==> config.mk <==
export PLATFORM = sky130hd
export DESIGN_NAME = char_lcd_nibble_interface
export DESIGN_NICKNAME = d
export VERILOG_FILES = /design/src/rtl/clcd_pkg.sv /design/src/rtl/char_lcd_nibble_interface.sv
export SDC_FILE = /design/constraint.sdc
export NUM_CORES = 1
export LEC_CHECK = 0
export BUFFER_PORTS_ARGS = -buffer_cell sky130_fd_sc_hd__clkbuf_2
export CORE_MARGIN = 5
export CORE_UTILIZATION = 50
export CTS_CLUSTER_DIAMETER = 60
export DETAILED_ROUTE_END_ITERATION = 8
export MAX_ROUTING_LAYER = met4
export PLACE_DENSITY = 0.7
export SYNTH_ARGS = -nofsm -noshare
export SYNTH_HDL_FRONTEND = slang
export SYNTH_SLANG_ARGS = --single-unit
==> constraint.sdc <==
create_clock -name clk -period 5.2 [get_ports clk]
set_input_delay 1.04 -clock clk [delete_from_list [all_inputs] [get_ports clk]]
set_output_delay 1.04 -clock clk [all_outputs]
set_load 0.005 [all_outputs]
==> src/rtl/clcd_pkg.sv <==
`timescale 1ns / 1ps

package clcd_pkg;

	// Sequencer steps. The initialization commands occupy a contiguous range
	// so that the next command is found by stepping the state.
	typedef enum logic [4:0] {
		ST_IDLE      = 5'd0,
		ST_PWR_WAIT  = 5'd1,
		ST_INIT_N1   = 5'd2,
		ST_WAIT1     = 5'd3,
		ST_INIT_N2   = 5'd4,
		ST_WAIT2     = 5'd5,
		ST_INIT_N3   = 5'd6,
		ST_WAIT3     = 5'd7,
		ST_INIT_N4   = 5'd8,
		ST_CMD_0     = 5'd9,
		ST_CMD_1     = 5'd10,
		ST_CMD_2     = 5'd11,
		ST_CMD_3     = 5'd12,
		ST_CMD_4     = 5'd13,
		ST_CMD_5     = 5'd14,
		ST_CMD_6     = 5'd15,
		ST_USER      = 5'd16
	} seq_t;

	typedef enum logic [1:0] {
		REQ_TICK  = 2'd0,
		REQ_SEND  = 2'd1,
		REQ_INIT  = 2'd2,
		REQ_NONE  = 2'd3
	} req_t;

	typedef enum logic [1:0] {
		REG_E_HIGH     = 2'd0,
		REG_POWER_UP   = 2'd1,
		REG_FIRST_WAIT = 2'd2,
		REG_SHORT_WAIT = 2'd3
	} reg_idx_t;

	localparam int unsigned TICK_W = 10;
	localparam logic [TICK_W-1:0] TICK_MAX = '1;

	localparam logic [7:0]        E_HIGH_RST     = 8'd20;
	localparam logic [TICK_W-1:0] POWER_UP_RST   = 10'd150;
	localparam logic [7:0]        FIRST_WAIT_RST = 8'd50;
	localparam logic [7:0]        SHORT_WAIT_RST = 8'd2;

	localparam logic [3:0] NIB_INIT_3 = 4'h3;
	localparam logic [3:0] NIB_INIT_2 = 4'h2;

	// Command byte sent while the sequencer sits in the given command step.
	function automatic logic [7:0] init_cmd(input seq_t st);
		logic [7:0] cmd;
		unique case (st)
			ST_CMD_0: cmd = 8'h28;
			ST_CMD_1: cmd = 8'h08;
			ST_CMD_2: cmd = 8'h01;
			ST_CMD_3: cmd = 8'h06;
			ST_CMD_4: cmd = 8'h1C;
			ST_CMD_5: cmd = 8'h02;
			ST_CMD_6: cmd = 8'h0C;
			default:  cmd = 8'h00;
		endcase
		return cmd;
	endfunction

endpackage

==> src/rtl/char_lcd_nibble_interface.sv <==
`timescale 1ns / 1ps

// Channel   Dir  Handshake            Payload
// s_        in   s_tvalid/s_tready    s_tdata: byte_value; s_tuser: req_type, is_char
// m_        out  m_tvalid/m_tready    m_tdata: lcd_data, lcd_rs, lcd_e, busy_res, rejected
// APB       in   psel/penable/pready  four timing registers at 0x0, 0x4, 0x8, 0xC
//
// Every input beat is handled in the cycle it is accepted: the sequencer state
// and the result beat are both computed by one level of next-state logic and
// registered at the accepting edge, so one beat per clock is sustained
// while s_tready is high. Results go into a two-entry output buffer;
// s_tready only drops when both entries hold beats that the sink has not yet taken.
// arst_n clears the sequencer to idle, empties the buffer and loads the
// register defaults (enable 20, power-up 150, first wait 50, short wait 2).

module char_lcd_nibble_interface (
	input  logic        clk,
	input  logic        arst_n,
	input  logic        s_tvalid,
	output logic        s_tready,
	input  logic [7:0]  s_tdata,   // [7:0] byte_value
	input  logic [2:0]  s_tuser,   // [1:0] req_type, [2] is_char
	output logic        m_tvalid,
	input  logic        m_tready,
	output logic [7:0]  m_tdata,   // [3:0] lcd_data, [4] lcd_rs, [5] lcd_e,
	                               // [6] busy_res, [7] rejected
	input  logic        psel,
	input  logic        penable,
	input  logic        pwrite,
	input  logic [3:0]  paddr,
	input  logic [31:0] pwdata,
	output logic [31:0] prdata,
	output logic        pready
);
	import clcd_pkg::*;

	// Configuration registers.
	logic [7:0]        e_high_q;
	logic [TICK_W-1:0] power_up_q;
	logic [7:0]        first_wait_q;
	logic [7:0]        short_wait_q;
	logic              cfg_wr;
	reg_idx_t          cfg_idx;

	assign pready  = 1'b1;
	assign cfg_wr  = psel & penable & pwrite & pready;
	assign cfg_idx = reg_idx_t'(paddr[3:2]);

	always_ff @(posedge clk or negedge arst_n) begin
		if (!arst_n) begin
			e_high_q     <= E_HIGH_RST;
			power_up_q   <= POWER_UP_RST;
			first_wait_q <= FIRST_WAIT_RST;
			short_wait_q <= SHORT_WAIT_RST;
		end else if (cfg_wr) begin
			unique case (cfg_idx)
				REG_E_HIGH:     e_high_q     <= pwdata[7:0];
				REG_POWER_UP:   power_up_q   <= pwdata[TICK_W-1:0];
				REG_FIRST_WAIT: first_wait_q <= pwdata[7:0];
				REG_SHORT_WAIT: short_wait_q <= pwdata[7:0];
			endcase
		end
	end

	always_comb begin
		unique case (cfg_idx)
			REG_E_HIGH:     prdata = {24'd0, e_high_q};
			REG_POWER_UP:   prdata = {{(32-TICK_W){1'b0}}, power_up_q};
			REG_FIRST_WAIT: prdata = {24'd0, first_wait_q};
			REG_SHORT_WAIT: prdata = {24'd0, short_wait_q};
		endcase
	end

	// Sequencer state.
	seq_t              seq_q;
	logic [TICK_W-1:0] cnt_q;
	logic [7:0]        pend_q;
	logic              low_q;
	logic              rs_q;
	logic [3:0]        data_q;
	logic              en_q;

	seq_t              seq_n;
	logic [TICK_W-1:0] cnt_n;
	logic [7:0]        pend_n;
	logic              low_n;
	logic              rs_n;
	logic [3:0]        data_n;
	logic              en_n;
	logic              rej_n;

	logic              in_acc;
	req_t              req;
	logic [TICK_W-1:0] cnt_inc;
	logic [TICK_W-1:0] wait_len;
	logic [TICK_W-1:0] e_len;
	logic [7:0]        cmd_next;
	logic              in_wait;

	assign in_acc   = s_tvalid & s_tready;
	assign req      = req_t'(s_tuser[1:0]);
	assign cnt_inc  = (cnt_q == TICK_MAX) ? cnt_q : cnt_q + 1'b1;
	// An enable time of zero behaves as one tick.
	assign e_len    = (e_high_q == 8'd0) ? TICK_W'(1) : TICK_W'(e_high_q);
	assign cmd_next = init_cmd(seq_t'(seq_q + 5'd1));
	assign in_wait  = (seq_q == ST_PWR_WAIT) || (seq_q == ST_WAIT1) ||
	                  (seq_q == ST_WAIT2) || (seq_q == ST_WAIT3);

	always_comb begin
		unique case (seq_q)
			ST_PWR_WAIT: wait_len = power_up_q;
			ST_WAIT1:    wait_len = TICK_W'(first_wait_q);
			default:     wait_len = TICK_W'(short_wait_q);
		endcase
	end

	always_comb begin
		seq_n  = seq_q;
		cnt_n  = cnt_q;
		pend_n = pend_q;
		low_n  = low_q;
		rs_n   = rs_q;
		data_n = data_q;
		en_n   = en_q;
		rej_n  = 1'b0;

		unique case (req)
			REQ_TICK: begin
				if (seq_q == ST_IDLE) begin
					// Ticks while idle leave everything as it is.
				end else if (in_wait) begin
					cnt_n = cnt_inc;
					if (cnt_inc >= wait_len) begin
						seq_n  = (seq_q == ST_WAIT3) ? ST_INIT_N4 : seq_t'(seq_q + 5'd1);
						data_n = (seq_q == ST_WAIT3) ? NIB_INIT_2 : NIB_INIT_3;
						en_n   = 1'b0;
						cnt_n  = '0;
					end
				end else if (!en_q) begin
					// Setup tick done: raise the strobe.
					en_n  = 1'b1;
					cnt_n = '0;
				end else begin
					cnt_n = cnt_inc;
					if (cnt_inc >= e_len) begin
						en_n  = 1'b0;
						cnt_n = '0;
						priority if (seq_q == ST_INIT_N1) begin
							seq_n = ST_WAIT1;
							if (first_wait_q == 8'd0) begin
								seq_n  = ST_INIT_N2;
								data_n = NIB_INIT_3;
							end
						end else if (seq_q == ST_INIT_N2 || seq_q == ST_INIT_N3) begin
							seq_n = seq_t'(seq_q + 5'd1);
							// A zero short wait skips straight to the next nibble.
							if (short_wait_q == 8'd0) begin
								seq_n  = seq_t'(seq_q + 5'd2);
								data_n = (seq_q == ST_INIT_N3) ? NIB_INIT_2 : NIB_INIT_3;
							end
						end else if (seq_q == ST_INIT_N4) begin
							seq_n  = ST_CMD_0;
							pend_n = init_cmd(ST_CMD_0);
							low_n  = 1'b0;
							data_n = 4'(init_cmd(ST_CMD_0) >> 4);
						end else if (!low_q) begin
							low_n  = 1'b1;
							data_n = pend_q[3:0];
						end else if (seq_q >= ST_CMD_0 && seq_q < ST_CMD_6) begin
							seq_n  = seq_t'(seq_q + 5'd1);
							pend_n = cmd_next;
							low_n  = 1'b0;
							data_n = cmd_next[7:4];
						end else begin
							seq_n = ST_IDLE;
							low_n = 1'b0;
						end
					end
				end
			end
			REQ_SEND: begin
				if (seq_q != ST_IDLE) begin
					rej_n = 1'b1;
				end else begin
					rs_n   = s_tuser[2];
					seq_n  = ST_USER;
					pend_n = s_tdata;
					low_n  = 1'b0;
					data_n = s_tdata[7:4];
					en_n   = 1'b0;
					cnt_n  = '0;
				end
			end
			REQ_INIT: begin
				if (seq_q != ST_IDLE) begin
					rej_n = 1'b1;
				end else begin
					rs_n  = 1'b0;
					en_n  = 1'b0;
					low_n = 1'b0;
					cnt_n = '0;
					seq_n = ST_PWR_WAIT;
					// Data pins keep their level until the first nibble.
					if (power_up_q == '0) begin
						seq_n  = ST_INIT_N1;
						data_n = NIB_INIT_3;
					end
				end
			end
			REQ_NONE: begin
			end
		endcase
	end

	always_ff @(posedge clk or negedge arst_n) begin
		if (!arst_n) begin
			seq_q  <= ST_IDLE;
			cnt_q  <= '0;
			pend_q <= '0;
			low_q  <= 1'b0;
			rs_q   <= 1'b0;
			data_q <= '0;
			en_q   <= 1'b0;
		end else if (in_acc) begin
			seq_q  <= seq_n;
			cnt_q  <= cnt_n;
			pend_q <= pend_n;
			low_q  <= low_n;
			rs_q   <= rs_n;
			data_q <= data_n;
			en_q   <= en_n;
		end
	end

	// Two-entry result buffer.
	logic [7:0] res_n;
	logic [7:0] buf_q [2];
	logic       wr_ptr_q;
	logic       rd_ptr_q;
	logic [1:0] fill_q;
	logic       out_acc;

	assign res_n    = {rej_n, (seq_n != ST_IDLE), en_n, rs_n, data_n};
	assign s_tready = (fill_q != 2'd2);
	assign m_tvalid = (fill_q != 2'd0);
	assign m_tdata  = buf_q[rd_ptr_q];
	assign out_acc  = m_tvalid & m_tready;

	always_ff @(posedge clk) begin
		if (in_acc) begin
			buf_q[wr_ptr_q] <= res_n;
		end
	end

	always_ff @(posedge clk or negedge arst_n) begin
		if (!arst_n) begin
			wr_ptr_q <= 1'b0;
			rd_ptr_q <= 1'b0;
			fill_q   <= 2'd0;
		end else begin
			if (in_acc) begin
				wr_ptr_q <= ~wr_ptr_q;
			end
			if (out_acc) begin
				rd_ptr_q <= ~rd_ptr_q;
			end
			if (in_acc && !out_acc) begin
				fill_q <= fill_q + 2'd1;
			end else if (!in_acc && out_acc) begin
				fill_q <= fill_q - 2'd1;
			end
		end
	end

	// The buffer never holds more than two beats.
	a_fill_bound: assert property (@(posedge clk) disable iff (!arst_n)
		fill_q != 2'd3)
		else $error("result buffer overfilled");

	// A push without a pop grows the buffer by exactly one beat.
	a_fill_push: assert property (@(posedge clk) disable iff (!arst_n)
		(in_acc && !out_acc) |=> (fill_q == $past(fill_q) + 2'd1))
		else $error("result buffer count lost a beat");

	// The strobe is always low once the sequencer has gone idle.
	a_idle_e_low: assert property (@(posedge clk) disable iff (!arst_n)
		(seq_q == ST_IDLE) |-> !en_q)
		else $error("enable high while idle");

	// A tick while idle leaves the sequencer idle.
	a_idle_tick: assert property (@(posedge clk) disable iff (!arst_n)
		(in_acc && req == REQ_TICK && seq_q == ST_IDLE) |=> (seq_q == ST_IDLE))
		else $error("tick woke an idle sequencer");

endmodule
==> results.md, run 1 <==
* Post-synthesis sequential area ratio at 36.0%
* Wirelength per Cell at between 20 and 25 um
* Reg area at 2090 um^2
* Final instance area at 6380 um^2
* Drt initial violations at 519
* Most common cell after layout, fill and taps aside: nand2_1
* Clock Tree Root: clkbuf_16
* Measured slew at the worst slew-check pin at 0.888 ns
* Syn avg cell area at 9.53 um^2
* NetSw at 0.00125 W
* Async set or reset register ratio after synthesis at 80.0%
* Post-CTS Resized at 0
* ANT cells at 0
* GP Congestion at 0.959
* Fin nets at 735
* Area occupied by multi-input gates at between 3000 and 4000 um^2
* First-pass GRT wire length at between 20 and 30 mm
* Gr usage total at 23.9%
* Lkg Pwr at approximately 2.7 nW
* Status: finished, final reports clean
* Worst-skew pair later-pin latency at 0.35 ns
* Core ar. at 11400 um^2
* CTS HTree Levels at 3
* Post-synth EDFFs at 16
* Max Cap Viol at 0
* Pwr dens at 468 nW/um^2
* Initial Util at 50.9%
* Crit path kind: flop to flop
* Die Height at 118 um
* Post-synthesis register bit count at 80
* Clk buf depth at 2
* Final HPWL DP at 11.9 mm
* Final WL at between 15 and 20 mm
* Total power at 0.00299 W
* Vias in the first global route at 4878
* Net Sw Frac at 41.8%
* Clock sinks at 80
* Vias/cell at 6.32
* Final Hold Vio Count at 0
* Fmax at ~220 MHz
* First-pass DRT Iterations at 5
* Most used DFF post-synth: dfrtp_1
* Synthesized instance count at 610
* Commonest cells after routing, fill and taps aside: nand2_1, dfrtp_1, clkbuf_2, mux2_2, a21oi_1
* Worst EP arrival at 4.65 ns
* Setup repair bufs after CTS at 0
* Post-route ant nets at 0
* Layout Cells excl Fill at around 800
* Placed Area at approximately 6000 um^2
* CTS clock-pin slew for the worst setup and hold paths at 0.06 ns
* Cell count after placement at 782
* # fillers at roughly 1000
* Worst Hold Class: flop to flop
* Clock skew at 0.00559 ns
* Area growth syn-to-layout at 9.77%
* Number of buffers added on ports at 49
* Crit path max fanout at 7
* Final setup viols at 0
* Period minus WS final at 4.60 ns
* Internal Power at 0.00174 W
* Final period util at 88.5%
* CTS tree: yes
* Largest net degree at the start of global routing at 35
* Horiz. Die Dim at 118 um
* Rel. slew slack at 40.8%
* Row cnt at 39
* Critical path data required time at 5.24 ns
* Grt ovf at 0
* Worst vdd ir at 0.255 mV
* Crit. End Element: flop
* Max-slew violation count at 0
* Yosys Warn Count at 0
* Drt drc at 0
* Flop pwr share at 34.4%
* Hold Buf Count CTS at 0
* Initial antenna violation count at 0
* Setup crit start kind: flop
* Full die area at 13900 um^2
* RSZ-0062 raised after global routing: no
* Setup TNS at 0 ns
* Cell Area, Synth at 5820 um^2
* IO Pins at 97
* CTS Buf Count at 9
* Comb pwr share at 45.6%
* Fin Hold WS at between 0.4 and 0.5 ns
* Vias at roughly 5000
* Number of library cell types mapped by synthesis at 83
* Share of cells above drive strength 1 at 21.8%
* Clock power share at 20.1%
## cells in the mapped netlist, types with 3 or more instances
master / count / share of area [%]
xor2_1: 4 / 0.60
a31oi_1: 8 / 0.86
xnor2_1: 8 / 1.2
nand4_1: 8 / 0.86
clkbuf_1: 21 / 1.4
dfstp_2: 10 / 4.5
o211ai_1: 7 / 0.90
a21oi_1: 32 / 2.8
nand2_1: 60 / 3.9
o21ai_0: 29 / 2.5
buf_4: 23 / 3.0
ha_1: 31 / 6.7
nor3_1: 13 / 1.1
a22oi_1: 3 / 0.39
o21ai_1: 13 / 1.1
o21a_1: 3 / 0.39
edfxtp_1: 16 / 8.3
a22o_1: 17 / 2.6
dfrtp_1: 54 / 23
mux2_1: 4 / 0.77
or4_1: 3 / 0.39
and3_1: 5 / 0.54
a32oi_1: 3 / 0.45
nand2b_1: 6 / 0.65
buf_1: 3 / 0.19
o22ai_1: 3 / 0.32
nor2b_1: 4 / 0.43
mux4_2: 8 / 3.1
a211o_1: 4 / 0.60
nor4_1: 6 / 0.65
or2_1: 3 / 0.32
and2_1: 4 / 0.43
mux2_2: 38 / 7.4
nand3_1: 23 / 2.0
nor2_1: 27 / 1.7
a21o_1: 6 / 0.77
and4_1: 3 / 0.45
a211oi_1: 7 / 0.90
a41oi_1: 5 / 0.75
and3b_1: 3 / 0.45
buf_2: 4 / 0.34
inv_1: 20 / 1.3
## per-layer routing
metal	global-route usage [%]	wire (um)	share of wire [%]
met4	8.46	365	2.3
met2	35.0	7340	46
met3	5.24	1360	8.4
met5	-	0	0
met1	32.9	7040	44
## state kept, by name, indices dropped and copies added, names as in the netlist, 2 cells and up
name / flops
e_high_q: 8
buf_q: 16
seq_q: 5
first_wait_q: 8
data_q: 4
power_up_q: 10
short_wait_q: 8
cnt_q: 10
pend_q: 4
fill_q: 2
## critical path, stage by stage (launching register included)
cell and delay (ns):
dfrtp_1 0.44, ha_1 0.26, nand4_1 0.18, nor2_1 0.32, nand2_1 0.26, xnor2_1 0.32, ha_1 0.28, nand2b_1 0.13
a2111oi_0 0.77, o31a_1 0.33, a21oi_1 0.13, mux2_2 0.29, a311oi_1 0.36, nand4_1 0.23
## path summary, 6_finish.rpt
path                            cells past startpoint  slack (ns)                  from                     endpoint
min in group asynchronous                           1        0.80                arst_n  short_wait_q[3]$_DFFE_PN0P_
worst max-delay path                               13        0.60  cnt_q[0]$_DFFE_PN0P_        buf_q[1][6]$_DFFE_PP_
worst min-delay path                                1        0.50  wr_ptr_q$_DFFE_PN0P_         wr_ptr_q$_DFFE_PN0P_
max in group asynchronous                           2        3.38                arst_n    power_up_q[7]$_DFFE_PN1P_
worst min register to register                      1        0.50  wr_ptr_q$_DFFE_PN0P_         wr_ptr_q$_DFFE_PN0P_
worst max register to register                     13        0.60  cnt_q[0]$_DFFE_PN0P_        buf_q[1][6]$_DFFE_PP_
## through the flow
stage	utilization, %	setup slack (ns)
after floorplan	-	1.50
after detailed placement	53.5	0.708
after CTS	55.9	0.658
after global routing	55.9	0.311
after global placement	53.5	0.843
final	55.9	0.596
## power by group through the flow
| stage | combinational [W] | clock (W) | sequential [W] |
|---|---|---|---|
| 2_1_floorplan | 0.000993 | 0 | 0.000949 |
| 3_3_place_gp | 0.00130 | 0 | 0.00102 |
| 3_5_place_dp | 0.00133 | 0 | 0.00103 |
| 4_1_cts | 0.00134 | 0.000609 | 0.00102 |
| 5_1_grt | 0.00149 | 0.000637 | 0.00105 |
| 6_report | 0.00136 | 0.000600 | 0.00103 |
## layout make-up
cell class | count | share of cell area, %
Multi-Input combinational cell | 475 | 53.5
Sequential cell | 80 | 32.8
Timing Repair Buffer | 62 | 5.37
Clock buffer | 10 | 3.59
Tap cell | 143 | 2.80
Inverter | 22 | 1.29
Clock inverter | 6 | 0.666
## cell families after synthesis
family / count (synthesis) / synth area share, %
AND/OR/NAND/NOR: 181 / 15.7
XOR/XNOR: 12 / 1.81
other: 2 / 0.129
flip-flops: 80 / 36.0
AO/OA/AOI/OAI: 176 / 21.3
buffers and inverters: 76 / 6.76
multiplexers: 52 / 11.6
adder cells (fa/ha/maj): 31 / 6.67
Power figures use the tool's default switching activity.
==> run 2: changes to the inputs <==
--- a/config.mk
+++ b/config.mk
@@ -5,6 +5,7 @@
 export SDC_FILE = /design/constraint.sdc
 export NUM_CORES = 1
 export LEC_CHECK = 0
+export ABC_AREA = 1
 export BUFFER_PORTS_ARGS = -buffer_cell sky130_fd_sc_hd__clkbuf_2
 export CORE_MARGIN = 5
 export CORE_UTILIZATION = 50
==> results.md, run 2 <==
* Status: finished, final reports clean
* Syn avg cell area at 7.31 um^2 (-23%)
* Vias in the first global route at 5308 (+8.8%)
* Final HPWL DP at 12.3 mm (+3.2%)
* Die Height at 118 um (+0.28%)
* Clock sinks at 80 (unchanged)
* Setup TNS at 0 ns (unchanged)
* Pwr dens at 500 nW/um^2 (+6.8%)
* Wirelength per Cell at 16.3 um (-19%)
* Row cnt at 39 (unchanged)
* Max Cap Viol at 0 (unchanged)
* Clk buf depth at 2 (unchanged)
* Initial antenna violation count at 0 (unchanged)
* Area growth syn-to-layout at 9.62%
* Commonest cells after routing, fill and taps aside: nand2_1, inv_1, o21ai_0, nor2_1, dfrtp_1
* Gr usage total at 24.0% (+0.075 points)
* Measured slew at the worst slew-check pin at 0.744 ns (-0.144 ns)
* Post-synth EDFFs at 16 (unchanged)
* Finished Core Util at 55.9% (about the same)
* CTS Buf Count at 9 (unchanged)
* Async set or reset register ratio after synthesis at 80.0% (unchanged)
* Crit path max fanout at 11 (+4)
* Core ar. at 11500 um^2 (+0.43%)
* Clock Tree Root: clkbuf_16
* Post-route ant nets at 0 (unchanged)
* Worst Hold Class: flop to flop
* Slowest cell on the critical path: dfrtp_1
* Critical path data required time at 5.28 ns (+0.04 ns)
* First-pass DRT Iterations at 5 (unchanged)
* Share of the synthesized area in the top cell type at 23.1% (-0.14 points)
* Worst-skew pair later-pin latency at 0.36 ns (about the same)
* # fillers at 1100 (+5.2%)
* Commonest cells post-synth: nand2_1, inv_1, o21ai_0
* Crit path kind: flop to flop
* GP Congestion at 1.02 (+6.3%)
* First-pass GRT wire length at 26.6 mm (+1.2%)
* Top cells by area, synth: dfrtp_1, nand2_1, edfxtp_1
* RSZ-0062 raised after global routing: no
* CP max stage delay at 0.49 ns (-0.28 ns)
* Initial Util at 51.0% (+0.089 points)
* Fin nets at 930 (+27%)
* Fmax at 226 MHz (+4.2%)
* ANT cells at 0 (unchanged)
* Number of buffers added on ports at 49 (unchanged)
* Biggest area consumer among synthesized cells: dfrtp_1
* Grt ovf at 0 (unchanged)
* Drt drc at 0 (unchanged)
* Horiz. Die Dim at 118 um (+0.28%)
* Final Hold Vio Count at 0 (unchanged)
* Rel. slew slack at 50.4% (+9.6 points)
* Crit path max-delay family: simple AND/OR/NAND/NOR gates
* Post-synthesis register bit count at 80 (unchanged)
* Period minus WS final at 4.42 ns (-0.187 ns)
* Hold Buf Count CTS at 0 (unchanged)
* Synthesized instance count at 800 (+31%)
* Vias/cell at 5.52 (-13%)
* Post-CTS Resized at 0 (unchanged)
* Setup repair bufs after CTS at 0 (unchanged)
* Drt initial violations at 563 (+8.5%)
* WP buf/inv at 4 (+4)
* Biggest regs: buf_q x16, cnt_q x10, power_up_q x10
* Final setup viols at 0 (unchanged)
* Final period util at 84.9% (-3.6 points)
* Final WL at 16.2 mm (+0.45%)
* Number of library cell types mapped by synthesis at 55 (-34%)
* Worst vdd ir at 0.365 mV (+43%)
* Max-slew violation count at 0 (unchanged)
* Vias at 5486 (+8.7%)
* Clock skew at 0.00767 ns (+0.00207 ns)
* Setup crit start kind: flop
* Share of cells above drive strength 1 at 14.7% (-7.1 points)
* Top reg by flops: buf_q
* Most common cell after layout, fill and taps aside: nand2_1
* Full die area at 14000 um^2 (+0.55%)
* Number of flip-flops in the largest register at 16 (unchanged)
* CTS clock-pin slew for the worst setup and hold paths at 0.06 ns (about the same)
* Yosys Warn Count at 0 (unchanged)
* CTS HTree Levels at 3 (unchanged)
* IO Pins at 97 (unchanged)
* Cell Area, Synth at 5850 um^2 (+0.60%)
* Most numerous cell in the Yosys netlist: nand2_1
* Most used DFF post-synth: dfrtp_1
* Lkg Pwr at 3.17 nW (+15%)
* CTS tree: yes
* Crit. End Element: flop
* CP cell instances: inv_1 > ha_1 > inv_1 > nor3_1 > inv_2 > o21ai_1 > o22ai_1 > a21oi_1 > ha_1 > nand2_1 > inv_1 > nor2_1 > o21ai_0 > a21oi_1 > nand3_1 > a21oi_1 > o21ai_0 > nand3_1 > nand2_1 > nor2_1 > nand3_1
* Largest net degree at the start of global routing at 36 (+2.9%)
* Worst EP arrival at 4.50 ns (-0.15 ns)
* Post-synthesis sequential area ratio at 35.8% (-0.22 points)
-- run 2: metal layers --
layer	track usage, %	wire [um]
met1	33.2	7440
met4	6.52	241
met3	4.97	1160
met2	36.0	7340
met5	-	0
-- run 2: cell families (layout without fill, tap and decap cells) --
group / Yosys count / count (layout) / synth area share, %
xor+xnor: 6 / 6 / 0.898
fa+ha+maj: 31 / 31 / 6.63
other cells: 2 / 23 / 0.128
flops: 80 / 80 / 35.8
compound gates: 168 / 168 / 17.0
buf+inv: 156 / 185 / 12.0
simple gates: 357 / 357 / 27.5
-- run 2: final timing paths --
check,from,to,slack [ns],cells after the start
max,seq_q[1]$_DFFE_PN0P_,buf_q[0][6]$_DFFE_PP_,0.78,21
min,fill_q[0]$_DFFE_PN0P_,fill_q[0]$_DFFE_PN0P_,0.47,1
max reg2reg,seq_q[1]$_DFFE_PN0P_,buf_q[0][6]$_DFFE_PP_,0.78,21
min reg2reg,fill_q[0]$_DFFE_PN0P_,fill_q[0]$_DFFE_PN0P_,0.47,1
max in group asynchronous,arst_n,first_wait_q[1]$_DFFE_PN1P_,3.49,2
min in group asynchronous,arst_n,first_wait_q[3]$_DFFE_PN0P_,0.74,1
-- run 2: worst reg2reg max path, cell delays in order (launching register included) --
cell and delay, ns:
dfrtp_1 0.49, inv_1 0.30, ha_1 0.26, inv_1 0.08
nor3_1 0.39, inv_2 0.16, o21ai_1 0.33, o22ai_1 0.13
a21oi_1 0.23, ha_1 0.29, nand2_1 0.07, inv_1 0.03
nor2_1 0.09, o21ai_0 0.08, a21oi_1 0.18, nand3_1 0.33
a21oi_1 0.22, o21ai_0 0.09, nand3_1 0.11, nand2_1 0.08
nor2_1 0.10, nand3_1 0.11
-- run 2: power breakdown --
group | internal [W] | switching [W]
Combinational | 0.000507 | 0.00103
Sequential | 0.000852 | 0.000173
Clock | 0.000367 | 0.000277
Total | 0.00173 | 0.00148
-- run 2: per-stage QoR --
stage          total power (W)  hold slack [ns]  instance area [um^2]  setup slack (ns)  instances
2_1_floorplan          0.00212            0.446                  5930              1.84        821
3_3_place_gp           0.00250            0.465                  6110             0.920        977
3_5_place_dp           0.00253            0.463                  6110             0.855        977
4_1_cts                0.00319            0.476                  6410             0.809        993
5_1_grt                0.00345            0.489                  6410             0.241        993
6_report               0.00320            0.472                  6410             0.783        993
-- run 2: area by class of cell --
| type | instances | area (um^2) | share of cell area [%] |
|---|---|---|---|
| clock buffers | 11 | 264 | 4.12 |
| clock inverters | 5 | 36.3 | 0.566 |
| well taps | 143 | 179 | 2.79 |
| inverters | 117 | 442 | 6.89 |
| multi-input cells | 585 | 3130 | 48.8 |
| flip-flops and latches | 80 | 2090 | 32.7 |
| repair buffers | 52 | 268 | 4.17 |
==> run 3: changes to the inputs <==
--- a/config.mk
+++ b/config.mk
@@ -5,14 +5,14 @@
 export SDC_FILE = /design/constraint.sdc
 export NUM_CORES = 1
 export LEC_CHECK = 0
-export ABC_AREA = 1
+export ABC_AREA = 0
 export BUFFER_PORTS_ARGS = -buffer_cell sky130_fd_sc_hd__clkbuf_2
 export CORE_MARGIN = 5
 export CORE_UTILIZATION = 50
 export CTS_CLUSTER_DIAMETER = 60
 export DETAILED_ROUTE_END_ITERATION = 8
 export MAX_ROUTING_LAYER = met4
-export PLACE_DENSITY = 0.7
+export PLACE_DENSITY = 0.73
 export SYNTH_ARGS = -nofsm -noshare
 export SYNTH_HDL_FRONTEND = slang
 export SYNTH_SLANG_ARGS = --single-unit
==> constraint.sdc (replaced) <==
create_clock -name clk -period 3.76 [get_ports clk]
set_input_delay 0.752 -clock clk [delete_from_list [all_inputs] [get_ports clk]]
set_output_delay 0.752 -clock clk [all_outputs]
set_load 0.005 [all_outputs]
==> results.md, run 3 (same netlist as run 1, synthesis figures left out) <==
* Status: finished, final reports clean
* Die Height at 118 um (-0.28%)
* Commonest cells after routing, fill and taps aside: nand2_1, dfrtp_1, buf_4, clkbuf_2, mux2_2
* # fillers at 977 (-11%)
* Crit path kind: flop to flop
* Area growth syn-to-layout at 16.8%
* Final Hold Vio Count at 0 (unchanged)
* Most common cell after layout, fill and taps aside: nand2_1
* ANT cells at 0 (unchanged)
* Rel. slew slack at 45.4% (-5.1 points)
* Clock skew at 0.00801 ns (+0.000343 ns)
* First-pass GRT wire length at 27.1 mm (+1.6%)
* Final HPWL DP at 12.3 mm (+0.43%)
* Met2 wire length at 7.83 mm (+6.6%)
* Hold Buf Count CTS at 0 (unchanged)
* Crit path max fanout at 7 (-4)
* Worst Hold Class: input port to asynchronous set/reset pin
* Fin nets at 775 (-17%)
* Max-slew violation count at 0 (unchanged)
* Wirelength per Cell at 19.8 um (+22%)
* Number of buffers added on ports at 49 (unchanged)
* Gr usage total at 24.5% (+0.50 points)
* Largest net degree at the start of global routing at 34 (-5.6%)
* Final period util at 95.5% (+11 points)
* Grt ovf at 0 (unchanged)
* WL met1 at 7.07 mm (-4.9%)
* Post-route ant nets at 0 (unchanged)
* Final WL at 16.6 mm (+2.6%)
* Vias in the first global route at 5162 (-2.8%)
* Fin Hold WS at 0.487 ns (+0.0157 ns)
* Fmax at 278 MHz (+23%)
* Full die area at 13900 um^2 (-0.55%)
* Cell count after placement at 820 (-16%)
* Core ar. at 11400 um^2 (-0.42%)
* Setup TNS at 0 ns (unchanged)
* Clk buf depth at 2 (unchanged)
* Dpl ws at -0.00234 ns (-0.857 ns)
* First-pass DRT Iterations at 5 (unchanged)
* Worst-skew pair later-pin latency at 0.35 ns (about the same)
* Biggest regs: buf_q x16, cnt_q x10, power_up_q x10
* Final worst setup slack at 0.168 ns (-0.615 ns)
* Drt drc at 0 (unchanged)
* Initial Util at 50.9% (-0.089 points)
* Number of flip-flops in the largest register at 16 (unchanged)
* Drt initial violations at 529 (-6.0%)
* Horiz. Die Dim at 118 um (-0.28%)
* Worst EP arrival at 3.83 ns (-0.67 ns)
* DR WL met3 at 1.32 mm (+14%)
* Vias/cell at 6.34 (+15%)
* Lkg Pwr at 2.96 nW (-6.5%)
* Highest metal used: met4
* Top reg by flops: buf_q
* Crit. End Element: flop
* Layout Cells excl Fill at 837 (-16%)
* Clock sinks at 80 (unchanged)
* GP Congestion at 0.980 (-3.9%)
* CTS tree: yes
* Period minus WS final at 3.59 ns (-0.825 ns)
* Max Cap Viol at 0 (unchanged)
* Pwr dens at 646 nW/um^2 (+29%)
* Row cnt at 39 (unchanged)
* CTS Buf Count at 9 (unchanged)
* Vias at 5310 (-3.2%)
* Worst vdd ir at 0.460 mV (+26%)
* Final setup viols at 0 (unchanged)
* CTS clock-pin slew for the worst setup and hold paths at 0.06 ns (about the same)
* IO Pins at 97 (unchanged)
* Share of cells above drive strength 1 at 28.2% (+14 points)
* CTS HTree Levels at 3 (unchanged)
* Initial antenna violation count at 0 (unchanged)
* Setup crit start kind: flop
* Finished Core Util at 59.5% (+3.6 points)
* Clock Tree Root: clkbuf_16
* Measured slew at the worst slew-check pin at 0.820 ns (+0.0760 ns)
* Critical path data required time at 3.99 ns (-1.29 ns)
run 3: changes by cell type in the layout (fill, tap and decap cells not counted), sizes merged, moves of 8 or more:
cell / change
a22o: +17
buf: +50
inv: -92
mux2: +42
mux4: +8
nand2: -166
nand3: -20
nor2: -43
nor3: +9
o21ai: -36
o22ai: -17
run 3: timing repair:
action | in CTS | in global routing
resized for setup | 0 | 17
pin swaps | 0 | 10
setup buffers | 0 | 2
cloned | 0 | 0
endpoints found under the setup margin | 4 | 25
endpoints found under the hold margin | 0 | 0
run 3: critical path: stages, from the launching register on:
cell and delay, ns:
dfrtp_1 0.37, ha_1 0.18, nand4_1 0.13, nor2_2 0.22
nand2_2 0.15, nand3_1 0.16, xnor2_1 0.13, ha_1 0.38
nand4_1 0.18, o31ai_4 0.26, o211ai_1 0.19, o41a_1 0.37
a311oi_2 0.26, buf_4 0.18, mux2_1 0.32
run 3: through the flow:
stage / total power (W) / area (um^2)
2_1_floorplan: 0.00269 / 5890
3_3_place_gp: 0.00335 / 6400
3_5_place_dp: 0.00342 / 6400
4_1_cts: 0.00430 / 6680
5_1_grt: 0.00468 / 6790
6_report: 0.00439 / 6790
run 3: layout make-up:
| cell class | instances | area, um^2 | share of cell area, % |
|---|---|---|---|
| clock inverter | 5 | 36.3 | 0.534 |
| clock buffer | 10 | 250 | 3.68 |
| timing repair buffer | 102 | 643 | 9.47 |
| tap | 143 | 179 | 2.63 |
| multi-input combinational | 475 | 3510 | 51.6 |
| sequential | 80 | 2090 | 30.8 |
| inverter | 22 | 82.6 | 1.22 |
run 3: final timing paths:
| path | from | endpoint | slack (ns) | cells past startpoint |
|---|---|---|---|---|
| min in group clk | pend_q[2]$_DFFE_PN0P_ | pend_q[2]$_DFFE_PN0P_ | 0.50 | 1 |
| hold reg to reg | pend_q[2]$_DFFE_PN0P_ | pend_q[2]$_DFFE_PN0P_ | 0.50 | 1 |
| setup reg to reg | cnt_q[0]$_DFFE_PN0P_ | pend_q[0]$_DFFE_PN0P_ | 0.17 | 14 |
| setup / recovery | cnt_q[0]$_DFFE_PN0P_ | pend_q[0]$_DFFE_PN0P_ | 0.17 | 14 |
| hold / removal | arst_n | first_wait_q[0]$_DFFE_PN0P_ | 0.49 | 1 |
| max in group asynchronous | arst_n | power_up_q[1]$_DFFE_PN1P_ | 2.31 | 2 |
run 3: metal layers:
metal  track usage [%]  up-vias
met5                 -        -
met4              8.10        0
met3              4.81       37
met2              37.8      251
met1              32.6     2593
li1                  -     2429
run 3: power by group:
part / internal (W) / total (W) / switching, W
sequential: 0.00117 / 0.00141 / 0.000242
combinational: 0.000945 / 0.00210 / 0.00116
clock: 0.000488 / 0.000868 / 0.000380
